==> src/hdl/tcw_pkg.sv <==
`default_nettype none

package tcw_pkg;

  // Screen geometry
  localparam int COLUMNS = 80;
  localparam int ROWS    = 25;
  localparam int CELLS   = COLUMNS * ROWS;

  localparam int COL_W  = $clog2(COLUMNS);
  localparam int ROW_W  = $clog2(ROWS);
  localparam int ADDR_W = $clog2(CELLS);
  localparam int CELL_W = 16;

  // Fixed field widths on the stream ports
  localparam int OP_W   = 3;
  localparam int CHAR_W = 8;
  localparam int COL_FW = 7;
  localparam int ROW_FW = 5;
  localparam int POS_W  = 11;

  // Row operand of the address unit covers both the cursor and the field
  localparam int UROW_W = (ROW_W > ROW_FW) ? ROW_W : ROW_FW;

  localparam logic [CELL_W-1:0] ATTR_WORD    = 16'h0700;
  localparam logic [CELL_W-1:0] BLANK_CELL   = 16'h0720;
  localparam logic [CHAR_W-1:0] CH_NEWLINE   = 8'd10;
  localparam logic [CHAR_W-1:0] CH_BACKSPACE = 8'd8;

  typedef enum logic [OP_W-1:0] {
    OP_PRINT  = 3'd0,
    OP_CLEAR  = 3'd1,
    OP_SETCUR = 3'd2,
    OP_PROMPT = 3'd3,
    OP_READ   = 3'd4
  } op_e;

  typedef struct packed {
    logic [ROW_FW-1:0] row;
    logic [COL_FW-1:0] col;
    logic [CHAR_W-1:0] ch;
    logic [OP_W-1:0]   op;
  } cmd_t;

  typedef struct packed {
    logic              we;
    logic [ADDR_W-1:0] waddr;
    logic [CELL_W-1:0] wdata;
    logic              re;
    logic [ADDR_W-1:0] raddr;
  } ram_req_t;

  typedef struct packed {
    logic              scrolled;
    logic [CELL_W-1:0] data;
    logic [POS_W-1:0]  pos;
  } res_t;

endpackage

`default_nettype wire

==> src/hdl/tcw_addr_unit.sv <==
`default_nettype none

// Shared cell address unit: row * COLUMNS + base
module tcw_addr_unit
  import tcw_pkg::*;
(
  input  wire logic [UROW_W-1:0] row_i,
  input  wire logic [ADDR_W-1:0] base_i,
  output logic      [ADDR_W-1:0] idx_o
);

  assign idx_o = ADDR_W'(row_i) * ADDR_W'(COLUMNS) + base_i;

endmodule

`default_nettype wire

==> src/hdl/tcw_ctrl.sv <==
`default_nettype none

// Operation sequencer: cursor state, screen sweeps and result assembly
module tcw_ctrl
  import tcw_pkg::*;
(
  input  wire logic              clk_i,
  input  wire logic              rst_ni,
  input  wire logic              in_valid_i,
  input  wire cmd_t              cmd_i,
  output logic                   in_ready_o,
  input  wire logic              slot_free_i,
  input  wire logic [CELL_W-1:0] ram_rdata_i,
  output ram_req_t               ram_req_o,
  output logic                   res_valid_o,
  output res_t                   res_o
);

  typedef enum logic [4:0] {
    S_SWEEP = 5'b00001,
    S_FLUSH = 5'b00010,
    S_IDLE  = 5'b00100,
    S_EXEC  = 5'b01000,
    S_DONE  = 5'b10000
  } state_e;

  state_e state_q, state_d;
  cmd_t   cmd_q, cmd_d;

  logic [COL_W-1:0]  cur_col_q, cur_col_d;
  logic [ROW_W-1:0]  cur_row_q, cur_row_d;
  logic [COL_W-1:0]  pr_col_q, pr_col_d;
  logic [ROW_W-1:0]  pr_row_q, pr_row_d;
  logic [ADDR_W-1:0] cnt_q, cnt_d;
  logic [ADDR_W-1:0] pend_addr_q, pend_addr_d;
  logic              pend_q, pend_d;
  logic              pend_copy_q, pend_copy_d;
  logic              mode_copy_q, mode_copy_d;
  logic              init_q, init_d;
  logic              scrolled_q, scrolled_d;
  logic              rd_ok_q, rd_ok_d;

  logic [UROW_W-1:0] u_row;
  logic [ADDR_W-1:0] u_base;
  logic [ADDR_W-1:0] u_idx;

  logic [COL_W-1:0] bs_col;
  logic             protect;
  logic             col_last;
  logic             row_last;
  logic             copy_now;
  logic             cnt_last;
  logic             col_in_rng;
  logic             row_in_rng;

  tcw_addr_unit u_addr (
    .row_i  (u_row),
    .base_i (u_base),
    .idx_o  (u_idx)
  );

  assign bs_col     = (cur_col_q != '0) ? cur_col_q - COL_W'(1) : cur_col_q;
  assign protect    = (cur_row_q == pr_row_q) && (cur_col_q <= pr_col_q);
  assign col_last   = (cur_col_q == COL_W'(COLUMNS - 1));
  assign row_last   = (cur_row_q == ROW_W'(ROWS - 1));
  assign copy_now   = mode_copy_q && (cnt_q < ADDR_W'(CELLS - COLUMNS));
  assign cnt_last   = (cnt_q == ADDR_W'(CELLS - 1));
  assign col_in_rng = (8'(cmd_q.col) < 8'(COLUMNS));
  assign row_in_rng = (7'(cmd_q.row) < 7'(ROWS));

  always_comb begin
    state_d     = state_q;
    cmd_d       = cmd_q;
    cur_col_d   = cur_col_q;
    cur_row_d   = cur_row_q;
    pr_col_d    = pr_col_q;
    pr_row_d    = pr_row_q;
    cnt_d       = cnt_q;
    pend_addr_d = pend_addr_q;
    pend_d      = pend_q;
    pend_copy_d = pend_copy_q;
    mode_copy_d = mode_copy_q;
    init_d      = init_q;
    scrolled_d  = scrolled_q;
    rd_ok_d     = rd_ok_q;
    u_row       = UROW_W'(cur_row_q);
    u_base      = ADDR_W'(cur_col_q);
    ram_req_o   = '0;
    in_ready_o  = 1'b0;
    res_valid_o = 1'b0;

    unique case (state_q)
      S_IDLE: begin
        in_ready_o = 1'b1;
        if (in_valid_i) begin
          cmd_d      = cmd_i;
          scrolled_d = 1'b0;
          rd_ok_d    = 1'b0;
          state_d    = S_EXEC;
        end
      end

      S_EXEC: begin
        state_d = S_DONE;
        case (cmd_q.op)
          OP_PRINT: begin
            if (cmd_q.ch == CH_NEWLINE) begin
              cur_col_d = '0;
              if (row_last) begin
                scrolled_d = 1'b1;
              end else begin
                cur_row_d = cur_row_q + ROW_W'(1);
              end
            end else if (cmd_q.ch == CH_BACKSPACE) begin
              u_base = ADDR_W'(bs_col);
              if (!protect) begin
                cur_col_d       = bs_col;
                ram_req_o.we    = 1'b1;
                ram_req_o.waddr = u_idx;
                ram_req_o.wdata = BLANK_CELL;
              end
            end else begin
              ram_req_o.we    = 1'b1;
              ram_req_o.waddr = u_idx;
              ram_req_o.wdata = ATTR_WORD | CELL_W'(cmd_q.ch);
              if (col_last) begin
                cur_col_d = '0;
                if (row_last) begin
                  scrolled_d = 1'b1;
                end else begin
                  cur_row_d = cur_row_q + ROW_W'(1);
                end
              end else begin
                cur_col_d = cur_col_q + COL_W'(1);
              end
            end
            // Cursor ran off the bottom: shift the screen up one row
            if (scrolled_d) begin
              mode_copy_d = 1'b1;
              cnt_d       = '0;
              pend_d      = 1'b0;
              state_d     = S_SWEEP;
            end
          end
          OP_CLEAR: begin
            cur_col_d   = '0;
            cur_row_d   = '0;
            mode_copy_d = 1'b0;
            cnt_d       = '0;
            pend_d      = 1'b0;
            state_d     = S_SWEEP;
          end
          OP_SETCUR: begin
            cur_col_d = col_in_rng ? COL_W'(cmd_q.col) : COL_W'(COLUMNS - 1);
            cur_row_d = row_in_rng ? ROW_W'(cmd_q.row) : ROW_W'(ROWS - 1);
          end
          OP_PROMPT: begin
            pr_col_d = cur_col_q;
            pr_row_d = cur_row_q;
          end
          OP_READ: begin
            u_row         = UROW_W'(cmd_q.row);
            u_base        = ADDR_W'(cmd_q.col);
            ram_req_o.re    = 1'b1;
            ram_req_o.raddr = u_idx;
            rd_ok_d         = col_in_rng && row_in_rng;
          end
          default: begin
          end
        endcase
      end

      S_SWEEP: begin
        // Read the cell one row below; its write follows in the next cycle
        u_row           = UROW_W'(1);
        u_base          = cnt_q;
        ram_req_o.re    = copy_now;
        ram_req_o.raddr = u_idx;
        ram_req_o.we    = pend_q;
        ram_req_o.waddr = pend_addr_q;
        ram_req_o.wdata = pend_copy_q ? ram_rdata_i : BLANK_CELL;
        pend_d          = 1'b1;
        pend_addr_d     = cnt_q;
        pend_copy_d     = copy_now;
        cnt_d           = cnt_q + ADDR_W'(1);
        if (cnt_last) begin
          state_d = S_FLUSH;
        end
      end

      S_FLUSH: begin
        ram_req_o.we    = pend_q;
        ram_req_o.waddr = pend_addr_q;
        ram_req_o.wdata = pend_copy_q ? ram_rdata_i : BLANK_CELL;
        pend_d          = 1'b0;
        if (init_q) begin
          init_d  = 1'b0;
          state_d = S_IDLE;
        end else begin
          state_d = S_DONE;
        end
      end

      S_DONE: begin
        if (slot_free_i) begin
          res_valid_o = 1'b1;
          in_ready_o  = 1'b1;
          if (in_valid_i) begin
            cmd_d      = cmd_i;
            scrolled_d = 1'b0;
            rd_ok_d    = 1'b0;
            state_d    = S_EXEC;
          end else begin
            state_d = S_IDLE;
          end
        end
      end

      default: begin
        state_d = S_IDLE;
      end
    endcase
  end

  assign res_o.pos      = POS_W'(u_idx);
  assign res_o.data     = rd_ok_q ? ram_rdata_i : '0;
  assign res_o.scrolled = scrolled_q;

  always_ff @(posedge clk_i or negedge rst_ni) begin
    if (!rst_ni) begin
      state_q     <= S_SWEEP;
      cur_col_q   <= '0;
      cur_row_q   <= '0;
      pr_col_q    <= '0;
      pr_row_q    <= '0;
      cnt_q       <= '0;
      pend_q      <= 1'b0;
      pend_copy_q <= 1'b0;
      mode_copy_q <= 1'b0;
      init_q      <= 1'b1;
      scrolled_q  <= 1'b0;
      rd_ok_q     <= 1'b0;
    end else begin
      state_q     <= state_d;
      cur_col_q   <= cur_col_d;
      cur_row_q   <= cur_row_d;
      pr_col_q    <= pr_col_d;
      pr_row_q    <= pr_row_d;
      cnt_q       <= cnt_d;
      pend_q      <= pend_d;
      pend_copy_q <= pend_copy_d;
      mode_copy_q <= mode_copy_d;
      init_q      <= init_d;
      scrolled_q  <= scrolled_d;
      rd_ok_q     <= rd_ok_d;
    end
  end

  always_ff @(posedge clk_i) begin
    cmd_q       <= cmd_d;
    pend_addr_q <= pend_addr_d;
  end

endmodule

`default_nettype wire

==> config.mk <==
export PLATFORM = sky130hd
export DESIGN_NAME = tcw_ctrl
export DESIGN_NICKNAME = d
export VERILOG_FILES = /design/src/hdl/tcw_pkg.sv /design/src/hdl/tcw_addr_unit.sv /design/src/hdl/tcw_ctrl.sv
export SDC_FILE = /design/constraint.sdc
export NUM_CORES = 1
export LEC_CHECK = 0
export BUFFER_PORTS_ARGS = -buffer_cell sky130_fd_sc_hd__buf_2
export CORE_ASPECT_RATIO = 1.2
export CORE_MARGIN = 2
export CORE_UTILIZATION = 40
export CTS_CLUSTER_DIAMETER = 120
export CTS_CLUSTER_SIZE = 30
export DETAILED_ROUTE_END_ITERATION = 8
export PLACE_DENSITY = 0.61
export SLEW_MARGIN = 10
export SYNTH_ARGS = -nofsm -noshare
export SYNTH_HDL_FRONTEND = slang
export SYNTH_SLANG_ARGS = --single-unit
==> constraint.sdc <==
create_clock -name clk_i -period 4.2 [get_ports clk_i]
set_input_delay 0.42 -clock clk_i [delete_from_list [all_inputs] [get_ports clk_i]]
set_output_delay 0.42 -clock clk_i [all_outputs]
set_load 0.01 [all_outputs]
==> flow_summary.toml <==
[run_status]
status = "finished, violations left"
violations = "negative setup slack"

[timing]
timing.fmax_mhz = 220
finalHoldViolCount = 0
final_max_slew_viol_count = 0
fin_ws_ns = -0.350
skew_ns = 0.00748
max_slew.worst_pin.slew_ns = 1.31
timing.final.crit_share_pct = 108
setup_viol = 9
rsz0062_at_grt = "true"
slew_headroom_pct = 12.4
finalCriticalPeriod_ns = 4.55

[power]
p_switching_w = 0.00176
p_comb_share_pct = 53.7
internal_power_w = 0.00257
cellLeakagePower_nw = 3.33
ir_drop_mv = 0.374
power_frac_clock_pct = 19.5
p_per_area_nw_per_um2 = 616
p_sw_share_pct = 40.6
finalPower_w = 0.00433
power.share.sequential_pct = 26.8

[yosys]
seq_area_frac_synth_pct = 39.7
syn_area_sq_um = 5480
synth-edff-count = 34
syn-instance-count = 603
synthFlopType = "dfrtp_1"
ys_ff_latch = 80
synth_nets = 673
synth_area_per_cell_sq_um = 9.08
yosys_warnings = 0
async_reset_ff_share_pct = 57.5
synth_cell_types = 73

[critical_path]
critPathKind = "register to output pin"
startpoint_type = "register"
rr_startpoint = "cur_col_q[3]$_DFFE_PN0P_"
cp-end-kind = "output pin"
cp_slowest_cell = "dfstp_2"
path_cells = "or4b_4 > or2_4 > inv_4 > nor2_4 > a22o_4 > ha_4 > ha_4 > fa_1 > xor2_1 > ha_1 > a21oi_2 > xnor3_1 > xnor2_2 > o31ai_2 > buf_2"
r2r_slack_ns = 1.05
r2r-end = "cur_col_q[4]$_DFFE_PN0P_"
slowest_delay_ns = 0.55
cp.required_ns = 3.78
path_common_cell = "ha_4"
critPathMaxFanout = 7
worstRegToRegCells = 9
arrival_ns = 4.13

[clock_network]
cts.clk_slew.worst_paths_ns = 0.06
cts_tree = "yes"
clockBufferDepth = 2
cts-htree-levels = 3
numCtsBuffers = 9
clock-root-buffer = "clkbuf_16"
clock_sinks = 80
clk-insertion-delay-late_ns = 0.34
hold_buffers = 0

[job]
max_cap_violations = 0

[layout]
fillers = 1235
seqCellArea_sq_um = 2170
diodes = 0
final_cells = 927
layout-drive-gt1-share_pct = 30.7
area_growth_pct = 28.4
multi_input_area_sq_um = 3180
nets = 825

[placed_design]
place_congestion = 0.893
hpwlAfterDp_microns = 12800
io_buffers = 112
dp.cells = 909

[global_route]
antenna_found_initial = 0
gr-total-overflow = 0
grt_pass1_wl_microns = 25900
grt_pass1_vias = 5031
grt_max_degree = 47
grt.total_usage_pct = 22.1

[floorplanning]
fp.dieW_microns = 111
num_io_pins = 113
coreArea_sq_um = 13300
fp.dieH_microns = 132
start_util_pct = 41.2
dieArea_sq_um = 14600
num_rows = 46

[routing]
drtAntennaViolNets = 0
drt-total-wl_microns = 16200
viasPerCell = 5.55
drtIter0Drc = 301
drt_first_pass_iters = 5
avgRoutedWirePerCell_microns = 17.5
route.vias.total = 5141
drc = 0

[min_path]
hold_path.class = "input pin to asynchronous set/reset pin"
==> power by group through the flow <==
stage	registers (W)	logic, W	clock network, W
final	0.00116	0.00232	0.000845
after floorplan	0.00113	0.00140	0
after global placement	0.00116	0.00215	0
after CTS	0.00115	0.00224	0.000860
after detailed placement	0.00116	0.00221	0
after global routing	0.00118	0.00256	0.000896
==> sequential cells by signal (all words and copies together), names as in the netlist <==
| name | count |
|---|---|
| cmd_q | 23 |
| cnt_q | 11 |
| pend_addr_q | 11 |
| cur_col_q | 7 |
| pr_col_q | 7 |
| cur_row_q | 5 |
| pr_row_q | 5 |
| state_q | 5 |
| init_q | 1 |
| mode_copy_q | 1 |
| pend_copy_q | 1 |
| pend_q | 1 |
| rd_ok_q | 1 |
| scrolled_q | 1 |
==> cell usage after synthesis, types with 3 or more instances <==
cell      count  area, sq um
nand3_1      28          140
edfxtp_1     34         1020
xnor2_1      11         96.3
mux2_2        6         67.6
a22o_1       17          149
nor3_1        9         45.0
and2_1       31          194
a21o_1        8         60.1
nor4_1        5         31.3
a22oi_1       3         22.5
nor2b_1       6         37.5
clkbuf_1     18         67.6
nand2_1      62          233
o211ai_1      7         52.6
buf_4         4         30.0
a21oi_1      31          155
a31oi_1       8         50.1
o21ai_0      55          275
dfrtp_1      44         1100
o21a_1        4         30.0
or3_1         9         56.3
ha_1         25          313
nor4b_1       3         26.3
inv_1        28          105
buf_2         9         45.0
nor2_1       46          173
o31ai_1       6         45.0
nand2b_1      6         37.5
and3_1        8         50.1
xor2_1        9         78.8
a21boi_0      4         30.0
==> worst max-delay path by stage <==
stage,startpoint,endpoint,depth (start not counted)
6_report,state_q[0]$_DFFE_PN1P_,ram_req_o[38],15
5_1_grt,state_q[0]$_DFFE_PN1P_,ram_req_o[38],15
4_1_cts,state_q[0]$_DFFE_PN1P_,ram_req_o[38],16
3_5_place_dp,state_q[0]$_DFFE_PN1P_,ram_req_o[38],16
3_3_place_gp,state_q[0]$_DFFE_PN1P_,ram_req_o[38],16
2_1_floorplan,state_q[0]$_DFFE_PN1P_,ram_req_o[38],17
==> final cells by class <==
cell class / instances / area share (%)
multi-input combinational: 461 / 45.3
sequential: 80 / 30.9
timing repair buffer: 175 / 14.7
clock buffer: 12 / 3.65
tap: 168 / 2.99
inverter: 28 / 1.53
clock inverter: 3 / 0.925
==> per-stage QoR <==
stage	setup slack, ns	instance area (sq um)	util [%]	hold slack, ns	TNS [ns]
after floorplan	-0.116	5560	-	0.124	-0.116
final	-0.350	7030	52.9	0.200	-1.50
after CTS	-0.474	6950	52.3	0.217	-1.94
after global routing	-0.474	7030	52.9	0.245	-2.79
after detailed placement	-0.213	6590	49.6	0.483	-0.418
after global placement	-0.110	6590	49.6	0.478	-0.110
==> layout by cell type, fill, tap and decap left out, types with 9 or more instances in the layout <==
cell / netlist / layout
buf_4: 4 / 63
a22o_1: 17 / 15
a21oi_1: 31 / 28
ha_1: 25 / 21
clkbuf_16: 0 / 9
or3_1: 9 / 9
dfrtp_1: 44 / 44
and2_1: 31 / 31
buf_2: 9 / 112
nand2_1: 62 / 62
nand3_1: 28 / 28
nor2_1: 46 / 46
edfxtp_1: 34 / 34
inv_1: 28 / 27
o21ai_0: 55 / 52
xnor2_1: 11 / 10
==> cell families after synthesis <==
group / share of synthesized area [%]
adders and majority gates: 6.44
and+or+nand+nor: 23.2
buffers and inverters: 5.00
DFF: 39.7
AOI/OAI and AO/OA: 20.4
xor gates and xnor gates: 3.61
muxes: 1.60
==> layer usage <==
metal  vias to the layer above  global-route usage [%]  share of wire (%)
li1                       2493                       -                  -
met1                      2446                    28.0                 42
met2                       177                    38.2                 51
met3                        25                    3.63                5.1
met4                         0                    8.19                2.3
met5                         -                       0                  0
==> worst max-delay path, delay by kind of cell, from the launching register on <==
family,cells,cell delay (ns)
AOI/OAI and AO/OA,3,0.55
xor gates and xnor gates,3,0.61
adders and majority gates,4,1.09
buffers and inverters,2,0.22
DFF,1,0.55
and+or+nand+nor,3,0.77
==> what timing repair did <==
action                     4_1_cts  5_1_grt
setup endpoints to repair       10       12
resized for setup                5       12
setup buffers                    2        1
pin swaps                       12        3
gates cloned                     0        0
Note: power is estimated with default switching activity, not from simulation.
